## src/design/sha_pkg.sv

```systemverilog
package sha_pkg;

	typedef logic [31:0] word_t;

	typedef enum logic [5:0] {
		ST_IDLE  = 6'b000001,
		ST_LOAD  = 6'b000010,
		ST_ROUND = 6'b000100,
		ST_FOLD  = 6'b001000,
		ST_PAD   = 6'b010000,
		ST_OUT   = 6'b100000
	} state_t;

	localparam int BLK_WORDS = 16;
	localparam int ROUNDS    = 64;
	localparam int DIG_WORDS = 8;

	localparam logic [7:0] PAD_BYTE = 8'h80;

	localparam word_t IV [DIG_WORDS] = '{
		32'h6a09e667, 32'hbb67ae85, 32'h3c6ef372, 32'ha54ff53a,
		32'h510e527f, 32'h9b05688c, 32'h1f83d9ab, 32'h5be0cd19
	};

	localparam word_t K [ROUNDS] = '{
		32'h428a2f98, 32'h71374491, 32'hb5c0fbcf, 32'he9b5dba5,
		32'h3956c25b, 32'h59f111f1, 32'h923f82a4, 32'hab1c5ed5,
		32'hd807aa98, 32'h12835b01, 32'h243185be, 32'h550c7dc3,
		32'h72be5d74, 32'h80deb1fe, 32'h9bdc06a7, 32'hc19bf174,
		32'he49b69c1, 32'hefbe4786, 32'h0fc19dc6, 32'h240ca1cc,
		32'h2de92c6f, 32'h4a7484aa, 32'h5cb0a9dc, 32'h76f988da,
		32'h983e5152, 32'ha831c66d, 32'hb00327c8, 32'hbf597fc7,
		32'hc6e00bf3, 32'hd5a79147, 32'h06ca6351, 32'h14292967,
		32'h27b70a85, 32'h2e1b2138, 32'h4d2c6dfc, 32'h53380d13,
		32'h650a7354, 32'h766a0abb, 32'h81c2c92e, 32'h92722c85,
		32'ha2bfe8a1, 32'ha81a664b, 32'hc24b8b70, 32'hc76c51a3,
		32'hd192e819, 32'hd6990624, 32'hf40e3585, 32'h106aa070,
		32'h19a4c116, 32'h1e376c08, 32'h2748774c, 32'h34b0bcb5,
		32'h391c0cb3, 32'h4ed8aa4a, 32'h5b9cca4f, 32'h682e6ff3,
		32'h748f82ee, 32'h78a5636f, 32'h84c87814, 32'h8cc70208,
		32'h90befffa, 32'ha4506ceb, 32'hbef9a3f7, 32'hc67178f2
	};

	function automatic word_t rotr(input word_t x, input int n);
		return (x >> n) | (x << (32 - n));
	endfunction

	function automatic word_t big_s0(input word_t x);
		return rotr(x, 2) ^ rotr(x, 13) ^ rotr(x, 22);
	endfunction

	function automatic word_t big_s1(input word_t x);
		return rotr(x, 6) ^ rotr(x, 11) ^ rotr(x, 25);
	endfunction

	function automatic word_t small_s0(input word_t x);
		return rotr(x, 7) ^ rotr(x, 18) ^ (x >> 3);
	endfunction

	function automatic word_t small_s1(input word_t x);
		return rotr(x, 17) ^ rotr(x, 19) ^ (x >> 10);
	endfunction

	function automatic word_t choose(input word_t e, input word_t f, input word_t g);
		return (e & f) ^ (~e & g);
	endfunction

	function automatic word_t major(input word_t a, input word_t b, input word_t c);
		return (a & b) ^ (a & c) ^ (b & c);
	endfunction

endpackage

```

## src/design/sha256_message_hasher_top.sv

```systemverilog
// Throughput: one byte item per cycle while a block fills; no new item is accepted while a
// full 64-byte block is compressed (block memory read into the schedule, 64 rounds, a fold),
// since every block goes through the single shared round unit.
// Final item: padding feeds the same byte path (9 to 72 pad bytes, one per cycle,
// each block compressed as above), then eight digest items, one per cycle when accepted.
// Reset (arst_n low): hash registers return to the initial hash, counters clear, idle.
module sha256_message_hasher_top (
	input  logic        clk,
	input  logic        arst_n,
	input  logic        s_axis_tvalid,
	output logic        s_axis_tready,
	input  logic [7:0]  s_axis_tdata,   // [7:0] data_byte
	input  logic        s_axis_tuser,   // [0] has_byte
	input  logic        s_axis_tlast,   // is_final
	output logic        m_axis_tvalid,
	input  logic        m_axis_tready,
	output logic [31:0] m_axis_tdata,   // [31:0] digest_word
	output logic        m_axis_tlast    // digest_last
);

	sha_pkg::state_t state_q, ret_q;

	logic [5:0]        fill_q;
	logic [60:0]       msg_q;
	logic              first_q, extra_q;
	logic [4:0]        ld_cnt_q;
	logic [5:0]        rnd_q;
	logic [2:0]        out_idx_q;
	sha_pkg::word_t    h_q [sha_pkg::DIG_WORDS];
	sha_pkg::word_t    v_q [sha_pkg::DIG_WORDS];
	sha_pkg::word_t    w_q [sha_pkg::BLK_WORDS];
	logic [23:0]       word_q;

	sha_pkg::word_t    blk_mem [sha_pkg::BLK_WORDS];
	sha_pkg::word_t    rd_q;

	logic              s_acc, m_acc;
	logic              len_sel, put_en, blk_full;
	logic [7:0]        put_byte;
	logic [63:0]       bitlen;
	logic [2:0]        len_idx;
	sha_pkg::word_t    t1, t2, w_new;

	always_comb begin
		s_axis_tready = (state_q == sha_pkg::ST_IDLE);
		m_axis_tvalid = (state_q == sha_pkg::ST_OUT);
		m_axis_tdata  = h_q[out_idx_q];
		m_axis_tlast  = (out_idx_q == 3'(sha_pkg::DIG_WORDS - 1));
		s_acc = s_axis_tvalid & s_axis_tready;
		m_acc = m_axis_tvalid & m_axis_tready;

		bitlen  = {msg_q, 3'b000};
		len_idx = ~fill_q[2:0];
		// length goes in the last 8 bytes, unless the 0x80 spilled past byte 55
		len_sel = (state_q == sha_pkg::ST_PAD) & ~first_q & (fill_q[5:3] == 3'b111) & ~extra_q;

		put_en   = 1'b0;
		put_byte = s_axis_tdata;
		if (state_q == sha_pkg::ST_IDLE) begin
			put_en = s_acc & s_axis_tuser;
		end else if (state_q == sha_pkg::ST_PAD) begin
			put_en = 1'b1;
			if (first_q) begin
				put_byte = sha_pkg::PAD_BYTE;
			end else if (len_sel) begin
				put_byte = bitlen[{len_idx, 3'b000} +: 8];
			end else begin
				put_byte = 8'h00;
			end
		end
		blk_full = put_en & (fill_q == 6'h3f);

		t1 = v_q[7] + sha_pkg::big_s1(v_q[4]) + sha_pkg::choose(v_q[4], v_q[5], v_q[6])
			+ sha_pkg::K[rnd_q] + w_q[0];
		t2 = sha_pkg::big_s0(v_q[0]) + sha_pkg::major(v_q[0], v_q[1], v_q[2]);
		w_new = sha_pkg::small_s1(w_q[14]) + w_q[9] + sha_pkg::small_s0(w_q[1]) + w_q[0];
	end

	// block memory: whole words written as the fourth byte lands, one read per cycle
	always_ff @(posedge clk) begin
		if (put_en && fill_q[1:0] == 2'b11) begin
			blk_mem[fill_q[5:2]] <= {word_q, put_byte};
		end
		rd_q <= blk_mem[ld_cnt_q[3:0]];
	end

	always_ff @(posedge clk) begin
		if (put_en) begin
			word_q <= {word_q[15:0], put_byte};
		end
		if (state_q == sha_pkg::ST_LOAD) begin
			v_q <= h_q;
			if (ld_cnt_q != 5'd0) begin
				for (int i = 0; i < sha_pkg::BLK_WORDS - 1; i++) begin
					w_q[i] <= w_q[i + 1];
				end
				w_q[sha_pkg::BLK_WORDS - 1] <= rd_q;
			end
		end else if (state_q == sha_pkg::ST_ROUND) begin
			for (int i = 0; i < sha_pkg::BLK_WORDS - 1; i++) begin
				w_q[i] <= w_q[i + 1];
			end
			w_q[sha_pkg::BLK_WORDS - 1] <= w_new;
			v_q[7] <= v_q[6];
			v_q[6] <= v_q[5];
			v_q[5] <= v_q[4];
			v_q[4] <= v_q[3] + t1;
			v_q[3] <= v_q[2];
			v_q[2] <= v_q[1];
			v_q[1] <= v_q[0];
			v_q[0] <= t1 + t2;
		end
	end

	always_ff @(posedge clk or negedge arst_n) begin
		if (!arst_n) begin
			state_q   <= sha_pkg::ST_IDLE;
			ret_q     <= sha_pkg::ST_IDLE;
			fill_q    <= '0;
			msg_q     <= '0;
			first_q   <= 1'b0;
			extra_q   <= 1'b0;
			ld_cnt_q  <= '0;
			rnd_q     <= '0;
			out_idx_q <= '0;
			h_q       <= sha_pkg::IV;
		end else begin
			if (put_en) begin
				fill_q <= fill_q + 6'd1;
			end
			unique case (state_q)
				sha_pkg::ST_IDLE: begin
					if (s_acc) begin
						if (s_axis_tuser) begin
							msg_q <= msg_q + 61'd1;
						end
						if (s_axis_tlast) begin
							first_q <= 1'b1;
						end
						if (blk_full) begin
							state_q <= sha_pkg::ST_LOAD;
							ret_q   <= s_axis_tlast ? sha_pkg::ST_PAD : sha_pkg::ST_IDLE;
						end else if (s_axis_tlast) begin
							state_q <= sha_pkg::ST_PAD;
						end
					end
				end
				sha_pkg::ST_PAD: begin
					first_q <= 1'b0;
					if (blk_full) begin
						extra_q <= 1'b0;
						state_q <= sha_pkg::ST_LOAD;
						ret_q   <= len_sel ? sha_pkg::ST_OUT : sha_pkg::ST_PAD;
					end else if (first_q && fill_q[5:3] == 3'b111) begin
						extra_q <= 1'b1;
					end
				end
				sha_pkg::ST_LOAD: begin
					if (ld_cnt_q == 5'(sha_pkg::BLK_WORDS)) begin
						ld_cnt_q <= '0;
						rnd_q    <= '0;
						state_q  <= sha_pkg::ST_ROUND;
					end else begin
						ld_cnt_q <= ld_cnt_q + 5'd1;
					end
				end
				sha_pkg::ST_ROUND: begin
					rnd_q <= rnd_q + 6'd1;
					if (rnd_q == 6'(sha_pkg::ROUNDS - 1)) begin
						state_q <= sha_pkg::ST_FOLD;
					end
				end
				sha_pkg::ST_FOLD: begin
					for (int i = 0; i < sha_pkg::DIG_WORDS; i++) begin
						h_q[i] <= h_q[i] + v_q[i];
					end
					state_q <= ret_q;
				end
				sha_pkg::ST_OUT: begin
					if (m_acc) begin
						out_idx_q <= out_idx_q + 3'd1;
						if (m_axis_tlast) begin
							h_q     <= sha_pkg::IV;
							msg_q   <= '0;
							state_q <= sha_pkg::ST_IDLE;
						end
					end
				end
				default: begin
					state_q <= sha_pkg::ST_IDLE;
				end
			endcase
		end
	end

	a_one_side: assert property (@(posedge clk) disable iff (!arst_n)
		!(s_axis_tready && m_axis_tvalid))
		else $error("input and output open together");

	a_round_fill: assert property (@(posedge clk) disable iff (!arst_n)
		(state_q == sha_pkg::ST_ROUND) |-> (fill_q == 6'd0))
		else $error("compressing a partial block");

	a_out_clean: assert property (@(posedge clk) disable iff (!arst_n)
		(state_q == sha_pkg::ST_OUT) |-> (!extra_q && fill_q == 6'd0))
		else $error("digest out with padding left over");

	a_restart: assert property (@(posedge clk) disable iff (!arst_n)
		(m_acc && m_axis_tlast) |=>
		(state_q == sha_pkg::ST_IDLE && msg_q == 61'd0 && h_q[0] == sha_pkg::IV[0]))
		else $error("hasher not reinitialized after digest");

endmodule

```

## config.mk

```make
export PLATFORM = sky130hd
export DESIGN_NAME = sha256_message_hasher_top
export DESIGN_NICKNAME = d
export VERILOG_FILES = /design/src/design/sha_pkg.sv /design/src/design/sha256_message_hasher_top.sv
export SDC_FILE = /design/constraint.sdc
export NUM_CORES = 2
export LEC_CHECK = 0
export ABC_AREA = 1
export BUFFER_PORTS_ARGS = -buffer_cell sky130_fd_sc_hd__buf_4
export CAP_MARGIN = 10
export CELL_PAD_IN_SITES_DETAIL_PLACEMENT = 2
export CELL_PAD_IN_SITES_GLOBAL_PLACEMENT = 2
export CORE_UTILIZATION = 45
export DETAILED_ROUTE_END_ITERATION = 7
export GPL_TIMING_DRIVEN = 1
export PLACE_DENSITY_LB_ADDON = 0.1
export SYNTH_ARGS = -nofsm -noshare
export SYNTH_HDL_FRONTEND = slang
export SYNTH_SLANG_ARGS = --single-unit
```

## constraint.sdc

```tcl
create_clock -name clk -period 32.4 [get_ports clk]
set_input_delay 1.62 -clock clk [delete_from_list [all_inputs] [get_ports clk]]
set_output_delay 1.62 -clock clk [all_outputs]
set_load 0.01 [all_outputs]
```

==> results.ini, run 1 <==
[logic_synthesis]
synthTopCellsByArea=edfxtp_1, nand2_1, o21ai_0
netlist_top_cells_count=nand2_1, edfxtp_1, inv_1
yosys.area.top_type_share=0.407
syn_inst=10400
seq_area_frac_synth=0.506
ys_ff_latch=1684
synth_edf_count=1304
synth_area_um2=96200
yosysTopAreaCell=edfxtp_1
synth_nets=11000
ys.flop_type=edfxtp_1
yosys_warnings=0
yosysMostFrequentCell=nand2_1
synth_async_sr_flop_share=0.207
ys_types=65
syn_avg_cell_area_um2=9.26

[outcome]
haltStage=3_5_place_dp
first-error=[ERROR DPL-0033] detailed placement checks failed during check placement.
status=did not finish

[place]
portBuffers=48
routabilityCongestion=0.992
hpwl_um=344000

[die]
core.rowCount=169
die_width_um=464
ioPinCount=49
die_h_um=464
initial_core_util=0.453

[metrics by stage]
stage | cells | instance area (um2) | setup WS, ns
3_3_place_gp | 13000 | 99600 | 23.44
2_1_floorplan | 10400 | 96200 | 18.61
[kinds of logic after synthesis]
kind of cell | share of synthesized area
xor+xnor | 0.0410
buf+inv | 0.0643
flops | 0.506
simple gates | 0.150
mux | 0.000832
compound gates | 0.145
fa+ha+maj | 0.0925
==> run 2: changes to the inputs <==
CELL_PAD_IN_SITES_DETAIL_PLACEMENT = not set   (was 2)
CELL_PAD_IN_SITES_GLOBAL_PLACEMENT = not set   (was 2)
CORE_UTILIZATION = 30   (was 45)
PLACE_DENSITY_LB_ADDON = 0.15   (was 0.1)
==> run 2 against run 1 <==
The flow now finishes, with violations (slew limit). Synthesized cell count stayed put. Area after synthesis stayed put.
==> results.ini, run 2 <==
[clock_network]
clkSinkCount=1684
cts_hold_buf=0
ctsResizeCount=0
clkLatencyLatePin_ns=0.96
cts.clk_slew.worst_paths_ns=0.06
post_cts_buffers=0
cts_root_buf=clkbuf_16
cts_buffers=206
clock_path_buffers=4
cts_tree=yes
cts.htree.levels=4

[logic_synthesis]
syn_inst=10400
yosysTopAreaCell=edfxtp_1
synth_compound_area_frac=0.145
yosys_warnings=0
synthTopCellsByArea=edfxtp_1, nand2_1, o21ai_0
synth_area_um2=96200
synth_mux_area_frac=0.000832
syn_avg_cell_area_um2=9.26
synth_edf_count=1304
synth_nets=11000
yosys.area.top_type_share=0.407
synth_async_sr_flop_share=0.207
seq_area_frac_synth=0.506
netlist_top_cells_count=nand2_1, edfxtp_1, inv_1
synth_top_family_by_area=simple AND/OR/NAND/NOR gates
synth_fa_ha_area_frac=0.0925
ys.flop_type=edfxtp_1
synth-simple-area-share=0.150
yosysMostFrequentCell=nand2_1
ys_types=65
ys_ff_latch=1684
synth_xor_xnor_area_share=0.0410

[die]
die_h_um=568
initial_core_util=0.302
core.rowCount=207
core_um2=319000
die_width_um=568
ioPinCount=49
fp.dieArea_um2=323000

[timing]
final_hold_viol_count=0
fin_crit_ns=9.47
timing.final.crit_share=0.292
worst_pin_slew_ns=1.54
rsz0062_at_grt=no
relSlewSlack=-0.0260
skew_ns=0.152
setup-tns-final_ns=0
max_freq_mhz=106
setup-violations-final=0
drv_slew=1

[setup_path]
criticalPathCategory=reg2reg
r2r_slack_ns=22.93
crit_family=adder cells
cp_slowest_cell=fa_1
end_kind=flop
slowest_delay_ns=0.71
cp_max_fo=14
worst_setup_path_start_kind=flop
path_buf_inv=4
worstPathRequired_ns=32.97
cp_common_cell=nand2_1
worstPathArrival_ns=10.04

[drt]
drc=0
drt_iter0_drc=7543
routedWlPerCell_um=27.2
drt_first_pass_iters=6
wirelength_um=401000
ant_nets=0
viasPerCell=5.25
num_vias=77400

[grt]
grtUsageTotal=0.243
top_usage_layer=met2
grt_max_degree=193
grt.met1_usage=0.337
grt_pass1_wl_um=566000
grt_pass1_vias=75600
grt_use_met2=0.387
grt_util_met3=0.0312
antenna_found_initial=27
grt_overflow_total=0

[final_layout]
final_common_cell=nand2_1
drive_gt1_frac=0.0718
layout_common_cells=nand2_1, edfxtp_1, inv_1, o21ai_0, nor2_1
finalCoreUtilization=0.340
fin_nets=11000
design_area_um2=108000
area_growth_pct=12.5

[min_path]
worstHoldPathType=reg2reg

[place]
routabilityCongestion=0.974
hpwl_um=294000
dpl-instance-area_um2=102000
portBuffers=48

[outcome]
violations=slew limit
status=complete, but fails checks

[pwr]
ir_worst_vdd_mv=0.0494
leakage_nw=43.7
power.density_nw_per_um2=57.7

[run]
drv_cap=0

## run 2: cell counts after synthesis
Identical to the previous run, type by type.
## run 2: path summary, 6_finish.rpt
check	from	endpoint	cells after the start
setup / recovery	rnd_q[0]	v_q[247]	33
hold / removal	w_q[1][225]	w_q[1][193]	0
setup reg to reg	rnd_q[0]	v_q[247]	33
hold reg to reg	w_q[1][225]	w_q[1][193]	0
max in group asynchronous	arst_n	h_q[176]	5
min in group asynchronous	arst_n	h_q[61]	1
## run 2: power by group
group	internal, W	total (W)	switching (W)
logic	0.000402	0.00132	0.000921
clock network	0.00136	0.00234	0.000975
registers	0.00248	0.00259	0.000105
total	0.00424	0.00625	0.00200
## run 2: kinds of logic after synthesis
family | Yosys count
adder cells (fa/ha/maj) | 595
XOR/XNOR | 451
AND/OR/NAND/NOR | 3504
AO/OA/AOI/OAI | 2517
buffers and inverters | 1632
multiplexers | 8
flip-flops | 1684
## run 2: cell type report
type | count | area, um2
Antenna cell | 5 | 12.5
Clock buffer | 284 | 5680
Clock inverter | 99 | 1040
Fill cell | 33000 | 210000
Inverter | 1258 | 4750
Multi-Input combinational cell | 7075 | 41500
Sequential cell | 1684 | 48700
Tap cell | 4180 | 5230
Timing Repair Buffer | 165 | 1310
## run 2: per-layer routing
| metal | routed length, um | vias to the layer above |
|---|---|---|
| met5 | 116 | - |
| met4 | 15400 | 18 |
| met3 | 23600 | 582 |
| met2 | 181000 | 2581 |
| met1 | 180000 | 38600 |
| li1 | - | 35700 |
## run 2: through the flow
stage                     total power [W]  setup slack [ns]  cells  hold WS [ns]
after CTS                         0.00630             23.07  14700         0.359
after global routing              0.00652             22.45  14700         0.375
after floorplan                   0.00342             18.61  10400         0.400
after detailed placement          0.00394             23.16  14400         0.405
after global placement            0.00394             23.10  14400         0.401
final                             0.00625             22.93  14800         0.360
Power figures use the tool's default switching activity.
